**src/sv/gdeq_pkg.sv**
```systemverilog
`timescale 1ns / 1ps
// ----------------------------------------------------------------------------
// gdeq_pkg
// Shared types and constants for the gamepad deadzone and edge qualifier.
// ----------------------------------------------------------------------------
package gdeq_pkg;

	localparam int USER_SLOTS_DEF   = 4;
	localparam int BUTTON_COUNT_DEF = 14;

	localparam int BTN_W  = 14;
	localparam int TRIG_W = 8;
	localparam int DZ_W   = 15;
	localparam int CFG_IDX_W = 2;

	// configuration register indexes
	localparam logic [CFG_IDX_W-1:0] REG_TRIGGER_DZ = 2'd0;
	localparam logic [CFG_IDX_W-1:0] REG_LSTICK_DZ  = 2'd1;
	localparam logic [CFG_IDX_W-1:0] REG_RSTICK_DZ  = 2'd2;

	localparam logic [TRIG_W-1:0] TRIGGER_DZ_RST = 8'd30;
	localparam logic [DZ_W-1:0]   LSTICK_DZ_RST  = 15'd7849;
	localparam logic [DZ_W-1:0]   RSTICK_DZ_RST  = 15'd8689;

	localparam logic [15:0] TRIGGER_FULL = 16'd255;
	localparam logic [15:0] STICK_FULL   = 16'd32767;
	localparam logic [14:0] AXIS_FULL    = 15'd32767;

	// divider: 15 quotient bits, DIV_BITS per cycle
	localparam int QUO_W     = 15;
	localparam int DIV_BITS  = 3;
	localparam int DIV_STEPS = QUO_W / DIV_BITS;
	localparam int DIV_CNT_W = $clog2(DIV_STEPS);

	// axis sequence codes
	localparam int AXIS_COUNT = 6;
	localparam logic [2:0] AX_LT = 3'd0;
	localparam logic [2:0] AX_RT = 3'd1;
	localparam logic [2:0] AX_LX = 3'd2;
	localparam logic [2:0] AX_LY = 3'd3;
	localparam logic [2:0] AX_RX = 3'd4;
	localparam logic [2:0] AX_RY = 3'd5;

	typedef struct packed {
		logic [1:0]         user;
		logic               connected;
		logic [15:0]        button_word;
		logic [TRIG_W-1:0]  left_trigger_raw;
		logic [TRIG_W-1:0]  right_trigger_raw;
		logic signed [15:0] left_x_raw;
		logic signed [15:0] left_y_raw;
		logic signed [15:0] right_x_raw;
		logic signed [15:0] right_y_raw;
	} gdeq_in_t;

	typedef struct packed {
		logic [1:0]         user_out;
		logic [BTN_W-1:0]   buttons_down;
		logic [BTN_W-1:0]   buttons_pressed;
		logic [BTN_W-1:0]   buttons_released;
		logic [14:0]        left_trigger_axis;
		logic [14:0]        right_trigger_axis;
		logic signed [15:0] left_x_axis;
		logic signed [15:0] left_y_axis;
		logic signed [15:0] right_x_axis;
		logic signed [15:0] right_y_axis;
	} gdeq_out_t;

endpackage

```
**src/sv/gdeq_ram.sv**
```systemverilog
`timescale 1ns / 1ps
// ----------------------------------------------------------------------------
// gdeq_ram
// Generic single-write, single-read RAM with a registered read port.
// ----------------------------------------------------------------------------
module gdeq_ram #(
	parameter int WIDTH = 14,
	parameter int DEPTH = 4,
	parameter int ADDR_W = (DEPTH > 1) ? $clog2(DEPTH) : 1
) (
	input  logic              clk,
	input  logic              wr_en,
	input  logic [ADDR_W-1:0] wr_addr,
	input  logic [WIDTH-1:0]  wr_data,
	input  logic              rd_en,
	input  logic [ADDR_W-1:0] rd_addr,
	output logic [WIDTH-1:0]  rd_data
);

	logic [WIDTH-1:0] mem_q [DEPTH];

	always_ff @(posedge clk) begin
		if (wr_en) begin
			mem_q[wr_addr] <= wr_data;
		end
		if (rd_en) begin
			rd_data <= mem_q[rd_addr];
		end
	end

endmodule

```
**src/sv/gamepad_deadzone_edge_qualifier_unit.sv**
```systemverilog
`timescale 1ns / 1ps
// ----------------------------------------------------------------------------
// gamepad_deadzone_edge_qualifier_unit
// Button edge detection against a per-slot history RAM, plus deadzone removal
// and rescaling of two triggers and four stick axes through a shared divider.
// ----------------------------------------------------------------------------
// channel  | dir | handshake            | payload
// sample   | in  | sample_valid/stall   | gdeq_in_t  (one polled sample)
// result   | out | result_valid/stall   | gdeq_out_t (one result per sample)
// cfg      | in  | cfg_valid/cfg_ready  | cfg_index, cfg_data (deadzones)
//
// One sample at a time: accept, history read, edge/write-back, then six axes
// when connected. Each axis passes through S_SETUP, then through S_DIV when a
// division is needed; a disconnected sample goes from S_EDGE to S_DONE. The
// divider is a radix-8 restoring divider.
// Reset clears the history valid bits and loads the default deadzones.
// A stalled result stays in its output register while the next sample runs.
// ----------------------------------------------------------------------------
module gamepad_deadzone_edge_qualifier_unit #(
	parameter int USER_SLOTS   = gdeq_pkg::USER_SLOTS_DEF,
	parameter int BUTTON_COUNT = gdeq_pkg::BUTTON_COUNT_DEF
) (
	input  logic                                clk,
	input  logic                                arst_n,
	input  logic                                sample_valid,
	output logic                                sample_stall,
	input  gdeq_pkg::gdeq_in_t                  sample,
	output logic                                result_valid,
	input  logic                                result_stall,
	output gdeq_pkg::gdeq_out_t                 result,
	input  logic                                cfg_valid,
	output logic                                cfg_ready,
	input  logic [gdeq_pkg::CFG_IDX_W-1:0]      cfg_index,
	input  logic [gdeq_pkg::DZ_W-1:0]           cfg_data
);

	import gdeq_pkg::*;

	localparam int SLOT_W = (USER_SLOTS > 1) ? $clog2(USER_SLOTS) : 1;
	localparam int KEEP_W = (BUTTON_COUNT > BTN_W) ? BTN_W : BUTTON_COUNT;
	localparam logic [BTN_W:0] KEEP_FULL = ((BTN_W + 1)'(1) << KEEP_W) - (BTN_W + 1)'(1);
	localparam logic [BTN_W-1:0] KEEP_MASK = KEEP_FULL[BTN_W-1:0];
	localparam logic [4:0] SLOTS5 = 5'(USER_SLOTS);

	typedef enum logic [4:0] {
		S_IDLE  = 5'b00001,
		S_EDGE  = 5'b00010,
		S_SETUP = 5'b00100,
		S_DIV   = 5'b01000,
		S_DONE  = 5'b10000
	} state_t;

	state_t state_q;

	logic [TRIG_W-1:0] trig_dz_q;
	logic [DZ_W-1:0]   lstick_dz_q;
	logic [DZ_W-1:0]   rstick_dz_q;

	gdeq_in_t          smp_q;
	logic [SLOT_W-1:0] slot_q;
	logic              prev_vld_q;
	logic [USER_SLOTS-1:0] vld_q;

	gdeq_out_t res_q;
	gdeq_out_t result_q;
	logic      result_valid_q;

	logic [2:0]           axis_q;
	logic [14:0]          rem_q;
	logic [14:0]          dvd_lo_q;
	logic [14:0]          quo_q;
	logic [14:0]          dvs_q;
	logic [DIV_CNT_W-1:0] cnt_q;
	logic                 neg_q;

	logic sample_acc;
	logic result_free;
	assign sample_acc   = sample_valid && !sample_stall;
	assign sample_stall = (state_q != S_IDLE);
	assign result_free  = !result_valid_q || !result_stall;
	assign cfg_ready    = 1'b1;
	assign result_valid = result_valid_q;
	assign result       = result_q;

	// slot index wraps modulo USER_SLOTS
	logic [4:0]        slot_w;
	logic [SLOT_W-1:0] slot_d;
	always_comb begin
		slot_w = {3'b000, sample.user};
		for (int i = 0; i < 3; i++) begin
			if (slot_w >= SLOTS5) begin
				slot_w = slot_w - SLOTS5;
			end
		end
		slot_d = slot_w[SLOT_W-1:0];
	end

	// history RAM
	logic [KEEP_W-1:0] hist_rd;
	logic [BTN_W-1:0]  down_d;
	logic [BTN_W-1:0]  prev_d;

	gdeq_ram #(
		.WIDTH (KEEP_W),
		.DEPTH (USER_SLOTS)
	) u_hist (
		.clk     (clk),
		.wr_en   (state_q == S_EDGE),
		.wr_addr (slot_q),
		.wr_data (down_d[KEEP_W-1:0]),
		.rd_en   (sample_acc),
		.rd_addr (slot_d),
		.rd_data (hist_rd)
	);

	always_comb begin
		down_d = 14'd0;
		if (smp_q.connected) begin
			down_d = {smp_q.button_word[15:12], smp_q.button_word[9:0]} & KEEP_MASK;
		end
		prev_d = prev_vld_q ? BTN_W'(hist_rd) : 14'd0;
	end

	// axis setup: magnitude, deadzone and full scale of the current axis
	logic [15:0] su_raw;
	logic [15:0] su_mag;
	logic [15:0] su_dz;
	logic [15:0] su_full;
	logic        su_neg;
	logic        su_zero;
	logic        su_sat;
	logic [15:0] su_diff;
	logic [29:0] su_dvd;
	logic [15:0] su_dvs;
	always_comb begin
		su_raw  = 16'd0;
		su_neg  = 1'b0;
		su_dz   = {1'b0, lstick_dz_q};
		su_full = STICK_FULL;
		case (axis_q)
			AX_LT: su_raw = {8'd0, smp_q.left_trigger_raw};
			AX_RT: su_raw = {8'd0, smp_q.right_trigger_raw};
			AX_LX: su_raw = smp_q.left_x_raw;
			AX_LY: su_raw = smp_q.left_y_raw;
			AX_RX: su_raw = smp_q.right_x_raw;
			AX_RY: su_raw = smp_q.right_y_raw;
			default: su_raw = 16'd0;
		endcase
		if (axis_q == AX_LT || axis_q == AX_RT) begin
			su_dz   = {8'd0, trig_dz_q};
			su_full = TRIGGER_FULL;
		end else begin
			su_neg = su_raw[15];
			if (axis_q == AX_RX || axis_q == AX_RY) begin
				su_dz = {1'b0, rstick_dz_q};
			end
		end
		su_mag  = su_neg ? (16'd0 - su_raw) : su_raw;
		su_zero = (su_mag <= su_dz);
		su_sat  = (su_mag >= su_full);
		su_diff = su_mag - su_dz;
		// diff * 32767 as a shift and subtract
		su_dvd  = {su_diff[14:0], 15'd0} - {15'd0, su_diff[14:0]};
		su_dvs  = su_full - su_dz;
	end

	// restoring divider, DIV_BITS quotient bits per cycle
	logic [15:0] dv_rem;
	logic [14:0] dv_lo;
	logic [14:0] dv_quo;
	always_comb begin
		dv_rem = {1'b0, rem_q};
		dv_lo  = dvd_lo_q;
		dv_quo = quo_q;
		for (int b = 0; b < DIV_BITS; b++) begin
			dv_rem = {dv_rem[14:0], dv_lo[14]};
			dv_lo  = {dv_lo[13:0], 1'b0};
			if (dv_rem >= {1'b0, dvs_q}) begin
				dv_rem = dv_rem - {1'b0, dvs_q};
				dv_quo = {dv_quo[13:0], 1'b1};
			end else begin
				dv_quo = {dv_quo[13:0], 1'b0};
			end
		end
	end

	// value written back for the current axis
	logic        ax_wr;
	logic [14:0] ax_mag;
	logic        ax_neg;
	logic [15:0] ax_val;
	logic        div_last;
	assign div_last = (cnt_q == DIV_CNT_W'(DIV_STEPS - 1));
	always_comb begin
		ax_wr  = 1'b0;
		ax_mag = 15'd0;
		ax_neg = 1'b0;
		if (state_q == S_SETUP && (su_zero || su_sat)) begin
			ax_wr  = 1'b1;
			ax_mag = su_zero ? 15'd0 : AXIS_FULL;
			ax_neg = su_neg;
		end else if (state_q == S_DIV && div_last) begin
			ax_wr  = 1'b1;
			ax_mag = dv_quo;
			ax_neg = neg_q;
		end
		ax_val = ax_neg ? (16'd0 - {1'b0, ax_mag}) : {1'b0, ax_mag};
	end

	// control
	always_ff @(posedge clk or negedge arst_n) begin
		if (!arst_n) begin
			state_q        <= S_IDLE;
			result_valid_q <= 1'b0;
			vld_q          <= '0;
			trig_dz_q      <= TRIGGER_DZ_RST;
			lstick_dz_q    <= LSTICK_DZ_RST;
			rstick_dz_q    <= RSTICK_DZ_RST;
			axis_q         <= AX_LT;
			cnt_q          <= '0;
		end else begin
			if (cfg_valid && cfg_ready) begin
				case (cfg_index)
					REG_TRIGGER_DZ: trig_dz_q   <= cfg_data[TRIG_W-1:0];
					REG_LSTICK_DZ:  lstick_dz_q <= cfg_data;
					REG_RSTICK_DZ:  rstick_dz_q <= cfg_data;
					default: ;
				endcase
			end
			if (state_q == S_DONE && result_free) begin
				result_valid_q <= 1'b1;
			end else if (result_valid_q && !result_stall) begin
				result_valid_q <= 1'b0;
			end
			case (state_q)
				S_IDLE: begin
					if (sample_acc) begin
						state_q <= S_EDGE;
					end
				end
				S_EDGE: begin
					vld_q[slot_q] <= 1'b1;
					axis_q        <= AX_LT;
					state_q       <= smp_q.connected ? S_SETUP : S_DONE;
				end
				S_SETUP: begin
					cnt_q <= '0;
					if (su_zero || su_sat) begin
						axis_q <= axis_q + 3'd1;
						if (axis_q == 3'(AXIS_COUNT - 1)) begin
							state_q <= S_DONE;
						end
					end else begin
						state_q <= S_DIV;
					end
				end
				S_DIV: begin
					cnt_q <= cnt_q + DIV_CNT_W'(1);
					if (div_last) begin
						axis_q  <= axis_q + 3'd1;
						state_q <= (axis_q == 3'(AXIS_COUNT - 1)) ? S_DONE : S_SETUP;
					end
				end
				S_DONE: begin
					if (result_free) begin
						state_q <= S_IDLE;
					end
				end
				default: state_q <= S_IDLE;
			endcase
		end
	end

	// datapath
	always_ff @(posedge clk) begin
		if (sample_acc) begin
			smp_q      <= sample;
			slot_q     <= slot_d;
			prev_vld_q <= vld_q[slot_d];
		end
		if (state_q == S_EDGE) begin
			res_q.user_out         <= smp_q.user;
			res_q.buttons_down     <= down_d;
			res_q.buttons_pressed  <= down_d & ~prev_d;
			res_q.buttons_released <= prev_d & ~down_d;
			// a disconnected sample leaves every axis at zero
			res_q.left_trigger_axis  <= 15'd0;
			res_q.right_trigger_axis <= 15'd0;
			res_q.left_x_axis        <= 16'sd0;
			res_q.left_y_axis        <= 16'sd0;
			res_q.right_x_axis       <= 16'sd0;
			res_q.right_y_axis       <= 16'sd0;
		end
		if (state_q == S_SETUP) begin
			rem_q    <= su_dvd[29:15];
			dvd_lo_q <= su_dvd[14:0];
			dvs_q    <= su_dvs[14:0];
			quo_q    <= 15'd0;
			neg_q    <= su_neg;
		end
		if (state_q == S_DIV) begin
			rem_q    <= dv_rem[14:0];
			dvd_lo_q <= dv_lo;
			quo_q    <= dv_quo;
		end
		if (ax_wr) begin
			case (axis_q)
				AX_LT: res_q.left_trigger_axis  <= ax_val[14:0];
				AX_RT: res_q.right_trigger_axis <= ax_val[14:0];
				AX_LX: res_q.left_x_axis        <= ax_val;
				AX_LY: res_q.left_y_axis        <= ax_val;
				AX_RX: res_q.right_x_axis       <= ax_val;
				AX_RY: res_q.right_y_axis       <= ax_val;
				default: ;
			endcase
		end
		if (state_q == S_DONE && result_free) begin
			result_q <= res_q;
		end
	end

endmodule

```
**config.mk**
```make
export PLATFORM = sky130hd
export DESIGN_NAME = gamepad_deadzone_edge_qualifier_unit
export DESIGN_NICKNAME = d
export VERILOG_FILES = /design/src/sv/gdeq_pkg.sv /design/src/sv/gdeq_ram.sv /design/src/sv/gamepad_deadzone_edge_qualifier_unit.sv
export SDC_FILE = /design/constraint.sdc
export NUM_CORES = 1
export LEC_CHECK = 0
export ABC_CLOCK_PERIOD_IN_PS = 9900
export BUFFER_PORTS_ARGS = -buffer_cell sky130_fd_sc_hd__buf_4
export CAP_MARGIN = 20
export CORE_MARGIN = 2
export CORE_UTILIZATION = 31
export CTS_CLUSTER_SIZE = 40
export DETAILED_ROUTE_END_ITERATION = 6
export PLACE_DENSITY = 0.45
export SLEW_MARGIN = 30
export SYNTH_ARGS = -nofsm -noshare
export SYNTH_HDL_FRONTEND = slang
export SYNTH_SLANG_ARGS = --single-unit
```
**constraint.sdc**
```tcl
create_clock -name clk -period 9.9 [get_ports clk]
set_input_delay 1.485 -clock clk [delete_from_list [all_inputs] [get_ports clk]]
set_output_delay 1.485 -clock clk [all_outputs]
set_load 0.01 [all_outputs]
```
Word level (Yosys, flattened, before mapping)

Memory sizes are Yosys's and may differ from the RTL's. A register that Yosys moved wholly into a read port is not among the register bits.
Index checks and enable logic that the tools add are counted.

Flip-flop bits (word level): 488
Memory bits (writable): 56
Input port bits: 121
Output and inout bits: 141
Logic and storage cells: 166
Memories: 1

$add $sub $neg: 10
Magnitude comparators: 8
Equality and inequality tests: 19
Muxes and demuxes: 56
Bitwise logic cells: 5
Reductions and logical operators: 23

Memories:

| memory       | words | bits a word | read ports | clocked after Yosys merged registers in | wr ports | line           | source |
|---|---|---|---|---|---|---|---|
| u_hist.mem_q | 4     | 14          | 1          | 1                                       | 1        | gdeq_ram.sv:20 | `logic [WIDTH-1:0] mem_q [DEPTH];` |

Operator list:

| kind                                                        | number |
|---|---|
| two-way mux 15 bit                                          | 15 |
| two-way mux 94 bit                                          | 2 |
| two-way mux 16 bit                                          | 6 |
| one-hot mux 16 bit (6 select lines)                         | 1 |
| subtractor 15 bit                                           | 5 |
| greater-or-equal comparator 16 x 15 -> 1 bit                | 4 |
| two-way mux 5 bit                                           | 7 |
| subtractor 30 x 15 -> 30 bit                                | 1 |
| bitwise AND 14 bit                                          | 2 |
| two-way mux 14 bit                                          | 2 |
| inverter 14 bit                                             | 2 |
| one-hot mux 5 bit (5 select lines)                          | 1 |
| two-way mux 12 bit                                          | 2 |
| less-or-equal comparator 16 x 15 -> 1 bit                   | 1 |
| subtractor 1 x 15 -> 16 bit (first input constant)          | 1 |
| subtractor 1 x 16 -> 16 bit (first input constant)          | 1 |
| two-way mux 1 bit                                           | 14 |
| equality test 3 bit (second input constant)                 | 3 |
| one-hot mux 3 bit (3 select lines)                          | 1 |
| != test 2 bit (second input constant)                       | 4 |
| adder 3 x 1 -> 3 bit (second input constant)                | 2 |
| equality test 3 x 2 -> 1 bit (second input constant)        | 2 |
| logical AND 1 bit                                           | 6 |
| less-than comparator 2 x 3 -> 1 bit (second input constant) | 2 |
| other kinds (25)                                            | 34 |

Logic depth before layout (Yosys ltp)

Word-level depth: 12
Mapped depth: 40
Gate-level depth less buffers: 37

Modules after synthesis

A second synthesis with hierarchy kept.

Cells, all modules: 1940
Area, all modules: 24882.6 um2

Modules (own cells, without submodules):

| module                               | times used | cells each | area an instance (um2) | seq. area each (um2) |
|---|---|---|---|---|
| gamepad_deadzone_edge_qualifier_unit | 1          | 1849       | 22382.7                | 13377.8 |
| gdeq_ram                             | 1          | 91         | 2499.9                 | 2102.0 |

Worst setup path after synthesis

OpenSTA, ideal clock, no wires.

Kind: register -> register
Start: register dvd_lo_q[14]
End: register res_q[91] in the netlist's numbering
Arrival time: 8.944 ns
Data required time: 9.760 ns
Setup slack: 0.815 ns
Cell stages (with the launch flop): 38
Buffers on the path: 3
Cells stage by stage: edfxtp_1 inv_1 ha_1 inv_1 fa_1 a21o_1 a221oi_1 a21o_1 a21o_1 clkbuf_1 clkbuf_1 o21ai_0 ha_1 a21oi_1 o21ai_0 a21oi_1 o31ai_1 a221oi_1 (+2 left out) o21ai_0 fa_1 a211oi_1 o21ai_0 a21oi_1 o21ai_0 a2111oi_0 o21ai_0 a21oi_2 o21a_1 ha_1 o21ai_0 nor3b_1 a21boi_0 nand3b_1 o22ai_2 mux2i_2 o221ai_1

Word-level cells in the longest chain between the ends: 12
Elaborated cells between the ends (all ways): 16
Classes of those cells: add/sub: 3; order compare: 3; mux: 10

RTL lines:

| element                                                                           | line                                                                                     | source |
|---|---|---|
| start, declared                                                                   | gamepad_deadzone_edge_qualifier_unit.sv:70                                               | `logic [14:0] dvd_lo_q;` |
| start signal, assigned                                                            | gamepad_deadzone_edge_qualifier_unit.sv:296                                              | `dvd_lo_q <= su_dvd[14:0];` |
| start signal, assigned                                                            | gamepad_deadzone_edge_qualifier_unit.sv:303                                              | `dvd_lo_q <= dv_lo;` |
| subtractor 15 bit or greater-or-equal comparator 16 x 15 -> 1 bit (tied branches) | gamepad_deadzone_edge_qualifier_unit.sv:179, gamepad_deadzone_edge_qualifier_unit.sv:178 |  |
| two-way mux 15 bit                                                                | gamepad_deadzone_edge_qualifier_unit.sv:178                                              | `if (dv_rem >= {1'b0, dvs_q}) begin` |
| subtractor 15 bit or greater-or-equal comparator 16 x 15 -> 1 bit (tied branches) | gamepad_deadzone_edge_qualifier_unit.sv:179, gamepad_deadzone_edge_qualifier_unit.sv:178 |  |
| two-way mux 15 bit                                                                | gamepad_deadzone_edge_qualifier_unit.sv:178                                              |  |
| greater-or-equal comparator 16 x 15 -> 1 bit                                      | gamepad_deadzone_edge_qualifier_unit.sv:178                                              |  |
| two-way mux 1 bit                                                                 | gamepad_deadzone_edge_qualifier_unit.sv:178                                              |  |
| two-way mux 15 bit *                                                              | gamepad_deadzone_edge_qualifier_unit.sv:202                                              | `end else if (state_q == S_DIV && div_last) begin` |
| two-way mux 15 bit *                                                              | gamepad_deadzone_edge_qualifier_unit.sv:198                                              | `if (state_q == S_SETUP && (su_zero \|\| su_sat)) begin` |
| subtractor 1 x 15 -> 16 bit *                                                     | gamepad_deadzone_edge_qualifier_unit.sv:207                                              | `ax_val = ax_neg ? (16'd0 - {1'b0, ax_mag}) : {1'b0, ax_mag};` |
| two-way mux 16 bit *                                                              | gamepad_deadzone_edge_qualifier_unit.sv:207                                              |  |
| two-way mux 15 bit *                                                              | gamepad_deadzone_edge_qualifier_unit.sv:307                                              | `case (axis_q)` |
| two-way mux 94 bit *                                                              | gamepad_deadzone_edge_qualifier_unit.sv:306                                              | `if (ax_wr) begin` |
| end, declared                                                                     | gamepad_deadzone_edge_qualifier_unit.sv:64                                               | `gdeq_out_t res_q;` |

Every way passes the cells marked *; elsewhere a longest branch is shown, timed or not.
A chain may end at the register's enable or synchronous reset.

Final worst setup path

Start: register dvs_q[1]
End: register res_q[60] in the netlist's numbering

Word-level cells in the longest chain between the ends: 12
Elaborated cells between the ends (all ways): 16
Classes of those cells: add/sub: 3; order compare: 3; mux: 10

RTL lines:

| element                                                                           | line                                                                                     | source |
|---|---|---|
| start, declared                                                                   | gamepad_deadzone_edge_qualifier_unit.sv:72                                               | `logic [14:0] dvs_q;` |
| start signal, assigned                                                            | gamepad_deadzone_edge_qualifier_unit.sv:297                                              | `dvs_q <= su_dvs[14:0];` |
| subtractor 15 bit or greater-or-equal comparator 16 x 15 -> 1 bit (tied branches) | gamepad_deadzone_edge_qualifier_unit.sv:179, gamepad_deadzone_edge_qualifier_unit.sv:178 |  |
| two-way mux 15 bit                                                                | gamepad_deadzone_edge_qualifier_unit.sv:178                                              |  |
| subtractor 15 bit or greater-or-equal comparator 16 x 15 -> 1 bit (tied branches) | gamepad_deadzone_edge_qualifier_unit.sv:179, gamepad_deadzone_edge_qualifier_unit.sv:178 |  |
| two-way mux 15 bit                                                                | gamepad_deadzone_edge_qualifier_unit.sv:178                                              |  |
| greater-or-equal comparator 16 x 15 -> 1 bit                                      | gamepad_deadzone_edge_qualifier_unit.sv:178                                              |  |
| two-way mux 1 bit                                                                 | gamepad_deadzone_edge_qualifier_unit.sv:178                                              |  |
| two-way mux 15 bit *                                                              | gamepad_deadzone_edge_qualifier_unit.sv:202                                              |  |
| two-way mux 15 bit *                                                              | gamepad_deadzone_edge_qualifier_unit.sv:198                                              |  |
| subtractor 1 x 15 -> 16 bit *                                                     | gamepad_deadzone_edge_qualifier_unit.sv:207                                              |  |
| two-way mux 16 bit *                                                              | gamepad_deadzone_edge_qualifier_unit.sv:207                                              |  |
| two-way mux 16 bit *                                                              | gamepad_deadzone_edge_qualifier_unit.sv:307                                              |  |
| two-way mux 94 bit *                                                              | gamepad_deadzone_edge_qualifier_unit.sv:306                                              |  |

Marks and branches as above.

==> summary.txt <==
Status
  • Status: finished, final reports clean

Setup path
  • Critical Path RT: roughly 10000 ps
  • Reg2reg setup slack: ~700 ps
  • R2r worst-path depth: 36
  • R2R Path End: res_q[60]$_DFF_P_
  • Critical Path Slowest Stage Cell: a2111oi_1
  • CP Max Fanout: 6
  • Highest cell delay on the worst timing path: roughly 470 ps
  • CP bufs+invs: 2
  • CP arrival: approximately 9700 ps
  • Reg2reg start: dvs_q[1]$_DFFE_PP_
  • CP endpoint kind: flip-flop
  • Crit path kind: reg2reg
  • Setup crit start kind: flip-flop
  • CP top delay family: compound AO/OA/AOI/OAI gates

Power
  • Clk pwr share: 0.243
  • Combinational cell fraction of total power: 0.433
  • Sequential share of power: 0.324
  • Switching pwr: 3.61 mW
  • Pleak: approximately 11 nW
  • Peak supply drop: around 140 uV
  • Pwr per Cell Area: slightly above 300 mW/mm^2
  • Sw Ratio: 0.381
  • Cell-internal power: 5.86 mW
  • Overall Power: between 9 and 10 mW

Place
  • Placed cell area: 0.0283 sq mm
  • Setup WS pre-CTS: around 440 ps
  • Placed cells: 3250
  • Port bufs: 258
  • DP Wirelength: 46.0 mm
  • GPL Wtd Cong: 0.808

Clocking
  • CTS tree: yes
  • Sink Count: 556
  • Worst-path clk slew: 60 ps
  • Clk buf depth: 3
  • TritonCTS Buffers: a little over 60
  • CTS Root Cell: clkbuf_16
  • H-Tree Depth: 2
  • Skew-Pair Late Insertion Delay: 670 ps
  • Quantity of hold-fixing buffers added after cts: 0

Final layout
  • Post-Layout Cell Count: 3368
  • Commonest non-fill, non-tap cell in the layout: edfxtp_1
  • Most frequent cells in the layout: edfxtp_1 (405), buf_4 (299), nand2_1 (134), nand3_1 (107), nor2_1 (105)
  • Final core utilization: 0.379
  • Ant. Diodes: 0
  • Layout Nets: 2460
  • Layout cells sized above 1: 0.237
  • Final instance area: approximately 0.03 sq mm
  • P&R area growth vs syn: 21.3%

Yosys
  • Syn avg cell area: 12.7 sq um
  • #FFs+latches synth: 556
  • Post-synthesis sequential area ratio: 0.617
  • Top_reg_cell synth: edfxtp_1
  • Number of synthesized flops with an enable pin: 405
  • Post-Syn Area: 0.0251 sq mm
  • Syn Nets: ~2200
  • Synth Instances: slightly below 2000
  • YS warnings: 0
  • Cell variety after synth: ~110
  • Async SR Flop Fraction: 0.0971

Drt
  • Number of remaining DRC errors: 0
  • DRT antenna net count: 0
  • 1st-iter DRT viols: 1003
  • Vias/cell: 4.93
  • Vias: ~17000
  • Final WL: ~65 mm
  • First-pass DRT Iterations: 5
  • Drt wl/cell: just under 20 um

Floorplan
  • Chip width: 288 um
  • Die ar.: 0.0832 sq mm
  • Top Ports: 262
  • Num rows: around 100
  • Die Ht: approximately 290 um
  • Starting density of the core: 0.312
  • Core Footprint: 0.0803 sq mm

Hold path
  • Hold path start: res_q[60]$_DFF_P_
  • Hold path depth: 0
  • Hold Path End: result[60]$_DFFE_PP_
  • HP Class: reg2reg

Timing
  • Minimum clock period: a little over 9000 ps
  • Relative slew slack: 0.367
  • Worst slew pin tran: about 940 ps
  • Total negative slack: 0 ps
  • Final setup vio count: 0
  • RSZ-0062 raised after global routing: no
  • Final setup margin: 700 ps
  • Final period util: 0.929
  • Final Skew: roughly 90 ps
  • Final hold violations: 0
  • Pins over their slew limit: 0
  • Fmax: 109 MHz
  • Hold slack: 360 ps

GRT
  • Grt total ovfl: 0
  • Vias in the first global route: 16615
  • Largest net degree at the start of global routing: 99
  • Total GRT Usage: 0.154
  • First-pass GRT wire length: approximately 99 mm
  • Initial antenna violation count: 3

Run
  • Max-Cap Viols: 0
==> how the worst max path moves through the flow <==
| stage | from | to | depth (start not counted) |
|---|---|---|---|
| after floorplan | dvd_lo_q[14]$_DFFE_PN_ | res_q[91]$_DFF_P_ | 37 |
| after global placement | dvd_lo_q[14]$_DFFE_PN_ | res_q[91]$_DFF_P_ | 37 |
| after detailed placement | dvs_q[0]$_DFFE_PP_ | res_q[91]$_DFF_P_ | 35 |
| after CTS | dvs_q[0]$_DFFE_PP_ | res_q[91]$_DFF_P_ | 35 |
| after global routing | dvs_q[1]$_DFFE_PP_ | res_q[44]$_DFF_P_ | 36 |
| final | dvs_q[1]$_DFFE_PP_ | res_q[60]$_DFF_P_ | 36 |
==> per-layer routing <==
layer	track usage	wire length (um)
met5	0	26
met4	0.0381	1360
met3	0.0299	3030
met2	0.260	31500
met1	0.204	29500
==> power groups by stage <==
stage                     sequential, mW  clock [mW]  combinational, mW
after floorplan                     3.10           0               2.95
after global placement              3.11           0               4.03
after detailed placement            3.12           0               4.08
after CTS                           3.07        2.38               4.09
after global routing                3.10        2.47               4.53
final                               3.07        2.30               4.10
==> registers in the layout (all words and copies together) (netlist names), 8 cells and up <==
name	flops
rem_q	15
result	138
u_hist.mem_q	56
dvs_q	15
dvd_lo_q	15
lstick_dz_q	15
u_hist.rd_data	14
smp_q	95
res_q	138
rstick_dz_q	15
trig_dz_q	8
quo_q	12
==> synth_stat cells, types with 17 or more instances <==
library cell,instances,area (sq um)
xor2_1,21,184
mux2i_1,55,551
o21ai_0,86,430
a21o_1,23,173
a21oi_1,84,420
a31oi_1,22,138
edfxtp_1,405,12200
inv_1,58,218
dfstp_2,20,526
and3_1,23,144
nor3_1,27,135
nand3_1,107,536
o21ai_1,56,280
dfrtp_1,34,851
mux2_2,42,473
nor2b_1,19,119
xnor2_1,45,394
and2_1,42,263
ha_1,78,976
clkbuf_1,59,221
o31ai_1,17,128
or2_2,18,113
nand2_1,134,503
dfxtp_1,97,1940
nor2_1,106,398
==> kinds of logic (layout without fill, tap and decap cells) <==
kind of cell / after synthesis / in the layout / share of synthesized area
AOI/OAI and AO/OA: 455 / 455 / 0.123
and+or+nand+nor: 556 / 556 / 0.114
buffers and inverters: 144 / 476 / 0.0240
adders and majority gates: 82 / 82 / 0.0421
muxes: 113 / 113 / 0.0548
xor gates and xnor gates: 69 / 69 / 0.0250
other: 1 / 1 / 0.000149
DFF: 556 / 556 / 0.617
==> final cells by class <==
class	count	area, sq um
sequential	556	15500
clock buffer	72	1580
clock inverter	42	469
timing repair buffer	303	2290
multi-input combinational	1276	9060
inverter	59	221
tap	1060	1330
fill	7754	49900
==> timing repair <==
action,CTS,global route
resized for setup,0,5
setup buffers,0,2
setup endpoints to repair,0,14
hold endpoints to repair,0,0
Power figures use the tool's default switching activity.
